<file path="src/assert_macros.svh">
// Assertion helpers for this block. They expect a clock named clk and an
// active-low reset named rst_n in the scope where they are used.
`ifndef ASSERT_MACROS_SVH
`define ASSERT_MACROS_SVH

// Consequent must hold in the same cycle as the antecedent.
`define STM_ASSERT_NOW(label, ante, cons, msg) \
  label: assert property (@(posedge clk) disable iff (!rst_n) (ante) |-> (cons)) \
    else $error(msg);

// Consequent must hold in the cycle after the antecedent.
`define STM_ASSERT_NEXT(label, ante, cons, msg) \
  label: assert property (@(posedge clk) disable iff (!rst_n) (ante) |=> (cons)) \
    else $error(msg);

`endif

</file>
<file path="src/stm2_pkg.sv">
package stm2_pkg;

  localparam int MAX_ROWS    = 32;
  localparam int MAX_COLS    = 32;
  localparam int VALUE_WIDTH = 32;

  // Register and coordinate fields are six bits wide.
  localparam int DIM_W  = 6;
  localparam int ROW_IW = (MAX_ROWS > 1) ? $clog2(MAX_ROWS) : 1;
  localparam int COL_IW = (MAX_COLS > 1) ? $clog2(MAX_COLS) : 1;

  // Number of power-of-two levels per dimension: floor(log2(max)) + 1.
  localparam int LVL_R = $clog2(MAX_ROWS + 1);
  localparam int LVL_C = $clog2(MAX_COLS + 1);
  localparam int LVL_W = $clog2(((LVL_R > LVL_C) ? LVL_R : LVL_C) + 1);

  localparam int TABLE_DEPTH = MAX_ROWS * LVL_R * MAX_COLS * LVL_C;
  localparam int ADDR_W      = $clog2(TABLE_DEPTH);

  localparam int IN_DATA_W  = ((4 * DIM_W + VALUE_WIDTH + 7) / 8) * 8;
  localparam int OUT_DATA_W = ((VALUE_WIDTH + 7) / 8) * 8;
  localparam int CFG_AW     = 3;

  // Request kinds.
  localparam logic REQ_LOAD  = 1'b0;
  localparam logic REQ_QUERY = 1'b1;

  // Register indexes.
  localparam logic REG_NUM_ROWS = 1'b0;
  localparam logic REG_NUM_COLS = 1'b1;

  typedef logic signed [VALUE_WIDTH-1:0] value_t;

  // Memory control driven by the build sequencer.
  typedef struct packed {
    logic              rd_en;
    logic [ADDR_W-1:0] rd_addr;
    logic              wr_en;
    logic [ADDR_W-1:0] wr_addr;
    logic              capture;
    logic              done;
  } bld_ctl_t;

  function automatic logic [LVL_W-1:0] floor_log2(input logic [DIM_W-1:0] v);
    logic [LVL_W-1:0] k;
    k = '0;
    for (int i = 1; i < DIM_W; i++) begin
      if (v[i]) begin
        k = LVL_W'(i);
      end
    end
    return k;
  endfunction

  // Zero counts as one, values above the limit count as the limit.
  function automatic logic [DIM_W-1:0] eff_dim(input logic [DIM_W-1:0] v,
                                               input logic [DIM_W-1:0] lim);
    logic [DIM_W-1:0] e;
    if (v == '0) begin
      e = DIM_W'(1);
    end else if (v > lim) begin
      e = lim;
    end else begin
      e = v;
    end
    return e;
  endfunction

  function automatic logic [ADDR_W-1:0] slot_addr(input logic [ROW_IW-1:0] r,
                                                  input logic [LVL_W-1:0]  kr,
                                                  input logic [COL_IW-1:0] c,
                                                  input logic [LVL_W-1:0]  kc);
    logic [ADDR_W-1:0] a;
    a = ADDR_W'(r) * ADDR_W'(LVL_R) + ADDR_W'(kr);
    a = a * ADDR_W'(MAX_COLS) + ADDR_W'(c);
    a = a * ADDR_W'(LVL_C) + ADDR_W'(kc);
    return a;
  endfunction

  function automatic value_t smin(input value_t a, input value_t b);
    return (a < b) ? a : b;
  endfunction

endpackage

</file>
<file path="src/stm2_build.sv">
module stm2_build import stm2_pkg::*; (
  input  logic             clk,
  input  logic             rst_n,
  input  logic             start,
  input  logic [DIM_W-1:0] nr,
  input  logic [DIM_W-1:0] nc,
  output bld_ctl_t         ctl
);

  typedef enum logic [4:0] {
    B_IDLE = 5'b00001,
    B_CHK  = 5'b00010,
    B_RA   = 5'b00100,
    B_RB   = 5'b01000,
    B_WR   = 5'b10000
  } bst_t;

  bst_t             st_r, st_nxt;
  logic             ph_r, ph_nxt;
  logic [DIM_W-1:0] r_r, r_nxt, c_r, c_nxt;
  logic [LVL_W-1:0] kr_r, kr_nxt, kc_r, kc_nxt;
  logic [LVL_W-1:0] lr, lc, kr_m1, kc_m1;
  logic [DIM_W:0]   pow_kr, pow_kc, r_end, c_end;
  logic [DIM_W-1:0] half_kr, half_kc;
  logic [ADDR_W-1:0] dst_addr, src_a, src_b;

  assign lr = floor_log2(nr);
  assign lc = floor_log2(nc);

  assign pow_kr  = (DIM_W + 1)'(1) << kr_r;
  assign pow_kc  = (DIM_W + 1)'(1) << kc_r;
  assign half_kr = DIM_W'(pow_kr >> 1);
  assign half_kc = DIM_W'(pow_kc >> 1);
  assign r_end   = {1'b0, r_r} + pow_kr;
  assign c_end   = {1'b0, c_r} + pow_kc;
  assign kr_m1   = kr_r - LVL_W'(1);
  assign kc_m1   = kc_r - LVL_W'(1);

  // Phase 0 widens column spans on single rows, phase 1 widens row spans.
  always_comb begin
    if (ph_r) begin
      dst_addr = slot_addr(ROW_IW'(r_r), kr_r, COL_IW'(c_r), kc_r);
      src_a    = slot_addr(ROW_IW'(r_r), kr_m1, COL_IW'(c_r), kc_r);
      src_b    = slot_addr(ROW_IW'(r_r + half_kr), kr_m1, COL_IW'(c_r), kc_r);
    end else begin
      dst_addr = slot_addr(ROW_IW'(r_r), {LVL_W{1'b0}}, COL_IW'(c_r), kc_r);
      src_a    = slot_addr(ROW_IW'(r_r), {LVL_W{1'b0}}, COL_IW'(c_r), kc_m1);
      src_b    = slot_addr(ROW_IW'(r_r), {LVL_W{1'b0}}, COL_IW'(c_r + half_kc), kc_m1);
    end
  end

  always_comb begin
    ctl.rd_en   = (st_r == B_RA) || (st_r == B_RB);
    ctl.rd_addr = (st_r == B_RB) ? src_b : src_a;
    ctl.wr_en   = (st_r == B_WR);
    ctl.wr_addr = dst_addr;
    ctl.capture = (st_r == B_RB);
    ctl.done    = (st_r == B_CHK) && ph_r && (kr_r > lr);
  end

  always_comb begin
    st_nxt = st_r;
    ph_nxt = ph_r;
    r_nxt  = r_r;
    c_nxt  = c_r;
    kr_nxt = kr_r;
    kc_nxt = kc_r;
    unique case (st_r)
      B_IDLE: begin
        if (start) begin
          st_nxt = B_CHK;
          ph_nxt = 1'b0;
          r_nxt  = '0;
          c_nxt  = '0;
          kr_nxt = '0;
          kc_nxt = LVL_W'(1);
        end
      end
      B_CHK: begin
        if (!ph_r) begin
          priority if (r_r >= nr) begin
            ph_nxt = 1'b1;
            kr_nxt = LVL_W'(1);
            r_nxt  = '0;
            kc_nxt = '0;
            c_nxt  = '0;
          end else if (kc_r > lc) begin
            kc_nxt = LVL_W'(1);
            c_nxt  = '0;
            r_nxt  = r_r + DIM_W'(1);
          end else if (c_end > {1'b0, nc}) begin
            c_nxt  = '0;
            kc_nxt = kc_r + LVL_W'(1);
          end else begin
            st_nxt = B_RA;
          end
        end else begin
          priority if (kr_r > lr) begin
            st_nxt = B_IDLE;
          end else if (r_end > {1'b0, nr}) begin
            r_nxt  = '0;
            kc_nxt = '0;
            c_nxt  = '0;
            kr_nxt = kr_r + LVL_W'(1);
          end else if (kc_r > lc) begin
            kc_nxt = '0;
            c_nxt  = '0;
            r_nxt  = r_r + DIM_W'(1);
          end else if (c_end > {1'b0, nc}) begin
            c_nxt  = '0;
            kc_nxt = kc_r + LVL_W'(1);
          end else begin
            st_nxt = B_RA;
          end
        end
      end
      B_RA: begin
        st_nxt = B_RB;
      end
      B_RB: begin
        st_nxt = B_WR;
      end
      B_WR: begin
        st_nxt = B_CHK;
        c_nxt  = c_r + DIM_W'(1);
      end
      default: begin
        st_nxt = B_IDLE;
      end
    endcase
  end

  always_ff @(posedge clk) begin
    if (!rst_n) begin
      st_r <= B_IDLE;
    end else begin
      st_r <= st_nxt;
    end
  end

  always_ff @(posedge clk) begin
    ph_r <= ph_nxt;
    r_r  <= r_nxt;
    c_r  <= c_nxt;
    kr_r <= kr_nxt;
    kc_r <= kc_nxt;
  end

endmodule

</file>
<file path="config.mk">
export PLATFORM = sky130hd
export DESIGN_NAME = stm2_build
export DESIGN_NICKNAME = d
export VERILOG_FILES = /design/src/assert_macros.svh /design/src/stm2_pkg.sv /design/src/stm2_build.sv
export SDC_FILE = /design/constraint.sdc
export NUM_CORES = 1
export LEC_CHECK = 0
export BUFFER_PORTS_ARGS = -buffer_cell sky130_fd_sc_hd__buf_2
export CORE_MARGIN = 4
export CORE_UTILIZATION = 53
export CTS_BUF_LIST = sky130_fd_sc_hd__clkbuf_16
export DETAILED_ROUTE_END_ITERATION = 10
export GPL_ROUTABILITY_DRIVEN = 0
export PLACE_DENSITY = 0.75
export SETUP_SLACK_MARGIN = 0.15
export SYNTH_ARGS = -nofsm -noshare
export SYNTH_HDL_FRONTEND = slang
export SYNTH_SLANG_ARGS = --single-unit
</file>
<file path="constraint.sdc">
create_clock -name clk -period 6.7 [get_ports clk]
set_input_delay 0.335 -clock clk [delete_from_list [all_inputs] [get_ports clk]]
set_output_delay 0.335 -clock clk [all_outputs]
set_load 0.01 [all_outputs]
</file>
==> results of run 1 <==
sequential cells by signal, summed over array words and instances (netlist names):
| signal | flops |
|---|---|
| r_r | 6 |
| kc_r | 3 |
| st_r | 5 |
| c_r | 6 |
| ph_r | 1 |
| kr_r | 3 |
how the worst max path moves through the flow:
stage                     slack, ps      end    start
after detailed placement        560  ctl[34]  kr_r[0]
after global routing            150  ctl[34]  kr_r[0]
final                           560  ctl[34]  kr_r[0]
after floorplan                1350  ctl[34]  kr_r[0]
after global placement          710  ctl[34]  kr_r[0]
after CTS                       260  ctl[34]  kr_r[0]
stage by stage:
| step | cells | utilization, % | hold WS (ps) |
|---|---|---|---|
| after floorplan | 943 | - | 451 |
| after global placement | 1149 | 57.7 | 512 |
| after detailed placement | 1149 | 57.7 | 511 |
| after CTS | 1153 | 58.5 | 319 |
| after global routing | 1156 | 58.7 | 346 |
| final | 1156 | 58.7 | 320 |
kinds of logic (layout without fill, tap and decap cells):
logic type	after synthesis	in the layout	synth area share, %
AO/OA/AOI/OAI	234	234	20.4
multiplexers	15	15	2.57
adder cells (fa/ha/maj)	135	135	24.1
flip-flops	24	24	9.05
XOR/XNOR	141	141	16.8
AND/OR/NAND/NOR	301	301	21.4
buffers and inverters	93	130	5.64
critical path: cells and delay by family, from the launching register on:
family / cells / cell delay [ps]
DFF: 1 / 450
xor gates and xnor gates: 5 / 1220
AOI/OAI and AO/OA: 8 / 1310
muxes: 1 / 230
and+or+nand+nor: 5 / 910
adders and majority gates: 4 / 1140
buffers and inverters: 2 / 310
metal layers:
layer	up-vias	track usage, %	wire length [um]
met3	28	1.35	731
met5	-	0	0
li1	3454	-	-
met1	3173	30.0	8290
met2	141	39.6	8790
met4	0	5.17	429
area by class of cell:
class                      instances  area (um^2)
fill                            1302         5550
clock buffer                       4          100
inverter                          66          248
tap                              176          220
timing repair buffer              60          325
sequential                        24          671
multi-input combinational        826         6340
repair_timing:
action / in CTS / in global routing
setup endpoints to repair: 0 / 3
buffers inserted: 0 / 3
gates resized for setup: 0 / 3
cell usage in the layout, fill, tap and decap left out, types with 5 or more instances in the layout:
| master | Yosys | layout |
|---|---|---|
| nor3_1 | 21 | 21 |
| mux2i_1 | 10 | 10 |
| nor4_1 | 8 | 8 |
| nand4_1 | 8 | 8 |
| dfxtp_1 | 5 | 5 |
| xnor2_1 | 88 | 87 |
| buf_4 | 1 | 10 |
| a211oi_1 | 12 | 12 |
| nor2b_1 | 19 | 19 |
| nand2b_1 | 14 | 14 |
| o21bai_1 | 8 | 8 |
| a21o_1 | 24 | 24 |
| inv_1 | 65 | 64 |
| o21a_1 | 6 | 6 |
| nand2_1 | 66 | 66 |
| ha_1 | 121 | 121 |
| edfxtp_1 | 19 | 19 |
| xor2_1 | 52 | 52 |
| nand3b_1 | 8 | 8 |
| nor2_1 | 66 | 66 |
| nand3_1 | 31 | 31 |
| and3_1 | 10 | 10 |
| a31oi_1 | 10 | 10 |
| o21ai_0 | 46 | 46 |
| and2_1 | 14 | 14 |
| fa_1 | 13 | 13 |
| buf_2 | 7 | 50 |
| a21oi_1 | 79 | 79 |
| or2_2 | 6 | 6 |
| a221oi_1 | 5 | 5 |
==> flow_summary.yaml, run 1 <==
timing:
  setup_ws_ps: 562
  rsz0062_at_grt: "false"
  setup_viol: 0
  tns_ps: 0
  fin_worst_skew_ps: 2.29
  slew_headroom_pct: 23.0
  post-route-min-period_ps: 6140
  maxSlewViolCount: 0
  hold_viol: 0
  worst_pin_slew_ps: 1150
  fmaxAchievable_ghz: 0.163
  min_period_over_period_pct: 91.6
layout:
  stdcell_area_um2: 7900
  diodes: 0
  layout.nets: 1130
  area_delta_synth_final_pct: 6.58
  drive_gt1_share_pct: 9.80
floorplanning:
  die_w_um: 126
  start_util_pct: 55.1
  core_um2: 13500
  die-height_um: 126
  ioPinCount: 51
  die-area_um2: 15900
  rows: 42
clocking:
  clk_pin_slew_ps: 60
  ctsHoldBuffers: 0
  cts_made_buffers: 3
  cts_buffer_depth: 2
  clk_latency_ps: 260
  htreeDepth: 1
  cts_tree: "done"
  cts_root_buf: "clkbuf_16"
  numClockSinks: 24
route:
  drt-total-wl_um: 18200
  vias_per_cell: 5.88
  detail-route-antenna-nets: 0
  via_count: 6796
  first_pass_iters: 5
  wl_per_cell_um: 15.8
  drtIter0Drc: 475
  post-route-drc-count: 0
grt:
  antenna_found_initial: 0
  grt_pass1_wl_um: 30400
  track_usage_pct: 22.4
  grt_pass1_vias: 6420
  grt_max_degree: 36
  grt.overflow.total: 0
min_path:
  min_to: "st_r[2]"
  hold_class: "input pin to flop"
  min-delay-start: "rst_n"
  hold_depth: 3
worst_setup_path:
  max_stage_delay_ps: 450
  crit_type: "flop to output port"
  r2r_end: "c_r[4]"
  critPathCaptureType: "output port"
  crit_path_top_delay_cell: "edfxtp_1"
  crit_path_start_kind: "flop"
  path_max_fanout: 7
  r2r-start: "kc_r[1]"
  worstPathRequired_ps: 6360
  cpMostUsedCell: "ha_1"
  worst_ep_arrival_time_ps: 5800
  r2r_cells: 17
  ff2ff_setup_slack_ps: 2090
run:
  maxCapViolCount: 0
synthesis:
  synth_edf_count: 19
  ys_top_cells_by_area: "ha_1 20%, xnor2_1 10%, edfxtp_1 7.7%"
  netlist_area_um2: 7410
  synth_cells: 943
  synth_ff_type: "edfxtp_1"
  yosysWarnings: 0
  synth.distinct_cells: 84
  synth.top_cell.area_share_pct: 20.4
  yosysMostFrequentCell: "ha_1"
  netlist_top_cells_count: "121 x ha_1, 88 x xnor2_1, 79 x a21oi_1"
  syn_avg_cell_area_um2: 7.86
  syn-num-nets: 1092
  yosysTopAreaCell: "ha_1"
  yosysSeqAreaShare_pct: 9.05
  ys_ff_latch: 24
  async_flop_share_pct: 0
place:
  port_buffers: 50
  post-dp-hpwl_um: 15100
  pre_cts_ws_ps: 563
  postPlaceCellArea_um2: 7770
outcome:
  status: "complete, no violations"
Power of run 1 is not shown: default switching activity piles up to over one toggle a cycle in this logic, so the estimate is an artifact.
==> run 2, diff against run 1 <==
--- a/config.mk
+++ b/config.mk
@@ -5,6 +5,7 @@
 export SDC_FILE = /design/constraint.sdc
 export NUM_CORES = 1
 export LEC_CHECK = 0
+export ABC_AREA = 1
 export BUFFER_PORTS_ARGS = -buffer_cell sky130_fd_sc_hd__buf_2
 export CORE_MARGIN = 4
 export CORE_UTILIZATION = 53
==> flow_summary.yaml, run 2 <==
outcome:
  status: "complete, no violations"
min_path:
  hold_class: "input pin to flop"
  min-delay-start: "rst_n"
  hold_depth: 2
  min_to: "st_r[0]"
worst_setup_path:
  r2r-start: "kr_r[0]"
  worst_ep_arrival_time_ps: 5360
  crit_path_top_delay_cell: "edfxtp_1"
  ff2ff_setup_slack_ps: 2500
  max_stage_delay_ps: 480
  path_max_fanout: 7
  crit_type: "flop to output port"
  r2r_cells: 22
  r2r_end: "kr_r[2]"
  critPathCaptureType: "output port"
  crit_path_start_kind: "flop"
  cpMostUsedCell: "nand2_1"
  worstPathRequired_ps: 6360
layout:
  stdcell_area_um2: 8640
  area_delta_synth_final_pct: 6.24
  final_common_cell: "nand2_1"
  reg.largest.list: "c_r: 6 flops, r_r: 6 flops, st_r: 5 flops"
  final_cell_mix: "350 x nand2_1, 196 x inv_1, 121 x ha_1, 117 x nor2_1, 94 x nand3_1"
  drive_gt1_share_pct: 8.97
  diodes: 0
  layout.nets: 1510
clocking:
  postCtsResizedCells: 0
  cts_root_buf: "clkbuf_16"
  htreeDepth: 1
  cts_tree: "done"
  clk_latency_ps: 260
  numClockSinks: 24
  cts_buffer_depth: 2
  cts_made_buffers: 3
  clk_pin_slew_ps: 60
  ctsHoldBuffers: 0
  cts_setup_buffers: 0
floorplanning:
  start_util_pct: 53.7
  die-area_um2: 17400
  core_um2: 15100
  ioPinCount: 51
  die_w_um: 132
  die-height_um: 132
  rows: 45
route:
  first_pass_iters: 6
  drtIter0Drc: 450
  wl_per_cell_um: 13.7
  drt-total-wl_um: 21300
  via_count: 8288
  post-route-drc-count: 0
  detail-route-antenna-nets: 0
  vias_per_cell: 5.35
synthesis:
  yosysSeqAreaShare_pct: 8.24
  synth_edf_count: 19
  async_flop_share_pct: 0
  synth_ff_type: "edfxtp_1"
  yosysWarnings: 0
  syn-num-nets: 1469
  synth_cells: 1320
  yosysMostFrequentCell: "nand2_1"
  netlist_area_um2: 8140
  ys_ff_latch: 24
  syn_avg_cell_area_um2: 6.16
  synth.distinct_cells: 56
  ys_top_cells_by_area: "ha_1 19%, nand2_1 16%, inv_1 9.0%"
  yosysTopAreaCell: "ha_1"
  netlist_top_cells_count: "350 x nand2_1, 196 x inv_1, 121 x ha_1"
  synth.top_cell.area_share_pct: 18.6
grt:
  grt_pass1_wl_um: 35500
  grt_max_degree: 39
  track_usage_pct: 23.8
  grt_pass1_vias: 7634
  grt.overflow.total: 0
  antenna_found_initial: 0
timing:
  maxSlewViolCount: 0
  hold_viol: 0
  fin_worst_skew_ps: 2.33
  min_period_over_period_pct: 85.1
  rsz0062_at_grt: "false"
  tns_ps: 0
  setup_viol: 0
  slew_headroom_pct: 46.9
  post-route-min-period_ps: 5700
  worst_pin_slew_ps: 788
  fmaxAchievable_ghz: 0.175
place:
  postPlaceCellArea_um2: 8560
  post-dp-hpwl_um: 18000
  port_buffers: 50
run:
  maxCapViolCount: 0
run 2: stage by stage:
step | utilization [%] | cells | hold WS (ps) | setup slack (ps)
2_1_floorplan | - | 1320 | 404 | 1990
3_3_place_gp | 56.5 | 1544 | 517 | 1510
3_5_place_dp | 56.5 | 1544 | 520 | 1320
4_1_cts | 57.1 | 1548 | 297 | 1030
5_1_grt | 57.1 | 1548 | 311 | 403
6_report | 57.1 | 1548 | 292 | 1000
run 2: worst max-delay path by stage:
stage / from / to / slack [ps] / cells past startpoint
after CTS: kr_r[0] / ctl[34] / 1030 / 33
after global routing: kr_r[0] / ctl[34] / 400 / 33
final: kr_r[0] / ctl[34] / 1000 / 33
after detailed placement: kr_r[0] / ctl[34] / 1320 / 33
after global placement: kr_r[0] / ctl[34] / 1510 / 33
after floorplan: kr_r[0] / ctl[33] / 1990 / 32
run 2: worst max-delay path, delay by kind of cell (launching register included):
kind,cells,cell delay [ps]
AO/OA/AOI/OAI,1,150
XOR/XNOR,3,730
adder cells (fa/ha/maj),4,1160
buffers and inverters,6,640
flip-flops,1,480
AND/OR/NAND/NOR,19,1950
run 2: layout make-up:
cell class                 instances  area, um^2
multi-input combinational       1068        6590
fill                            1511        6500
inverter                         211         795
sequential                        24         671
timing repair buffer              53         273
tap                              188         235
clock buffer                       3        75.1
clock inverter                     1        3.75
run 2: cells by family after synthesis:
family | share of synthesized area, %
AO/OA/AOI/OAI | 14.0
flip-flops | 8.24
adder cells (fa/ha/maj) | 21.8
buffers and inverters | 10.8
AND/OR/NAND/NOR | 35.2
XOR/XNOR | 9.87
run 2: per-layer routing:
layer | part of all wire, % | global-route usage [%] | vias to the layer above
met5 | 0 | 0 | -
met4 | 3.1 | 7.00 | 0
met3 | 4.6 | 1.76 | 40
met2 | 45 | 39.6 | 227
met1 | 47 | 33.1 | 3635
li1 | - | - | 4386
Power of run 2 is left out for the same reason.
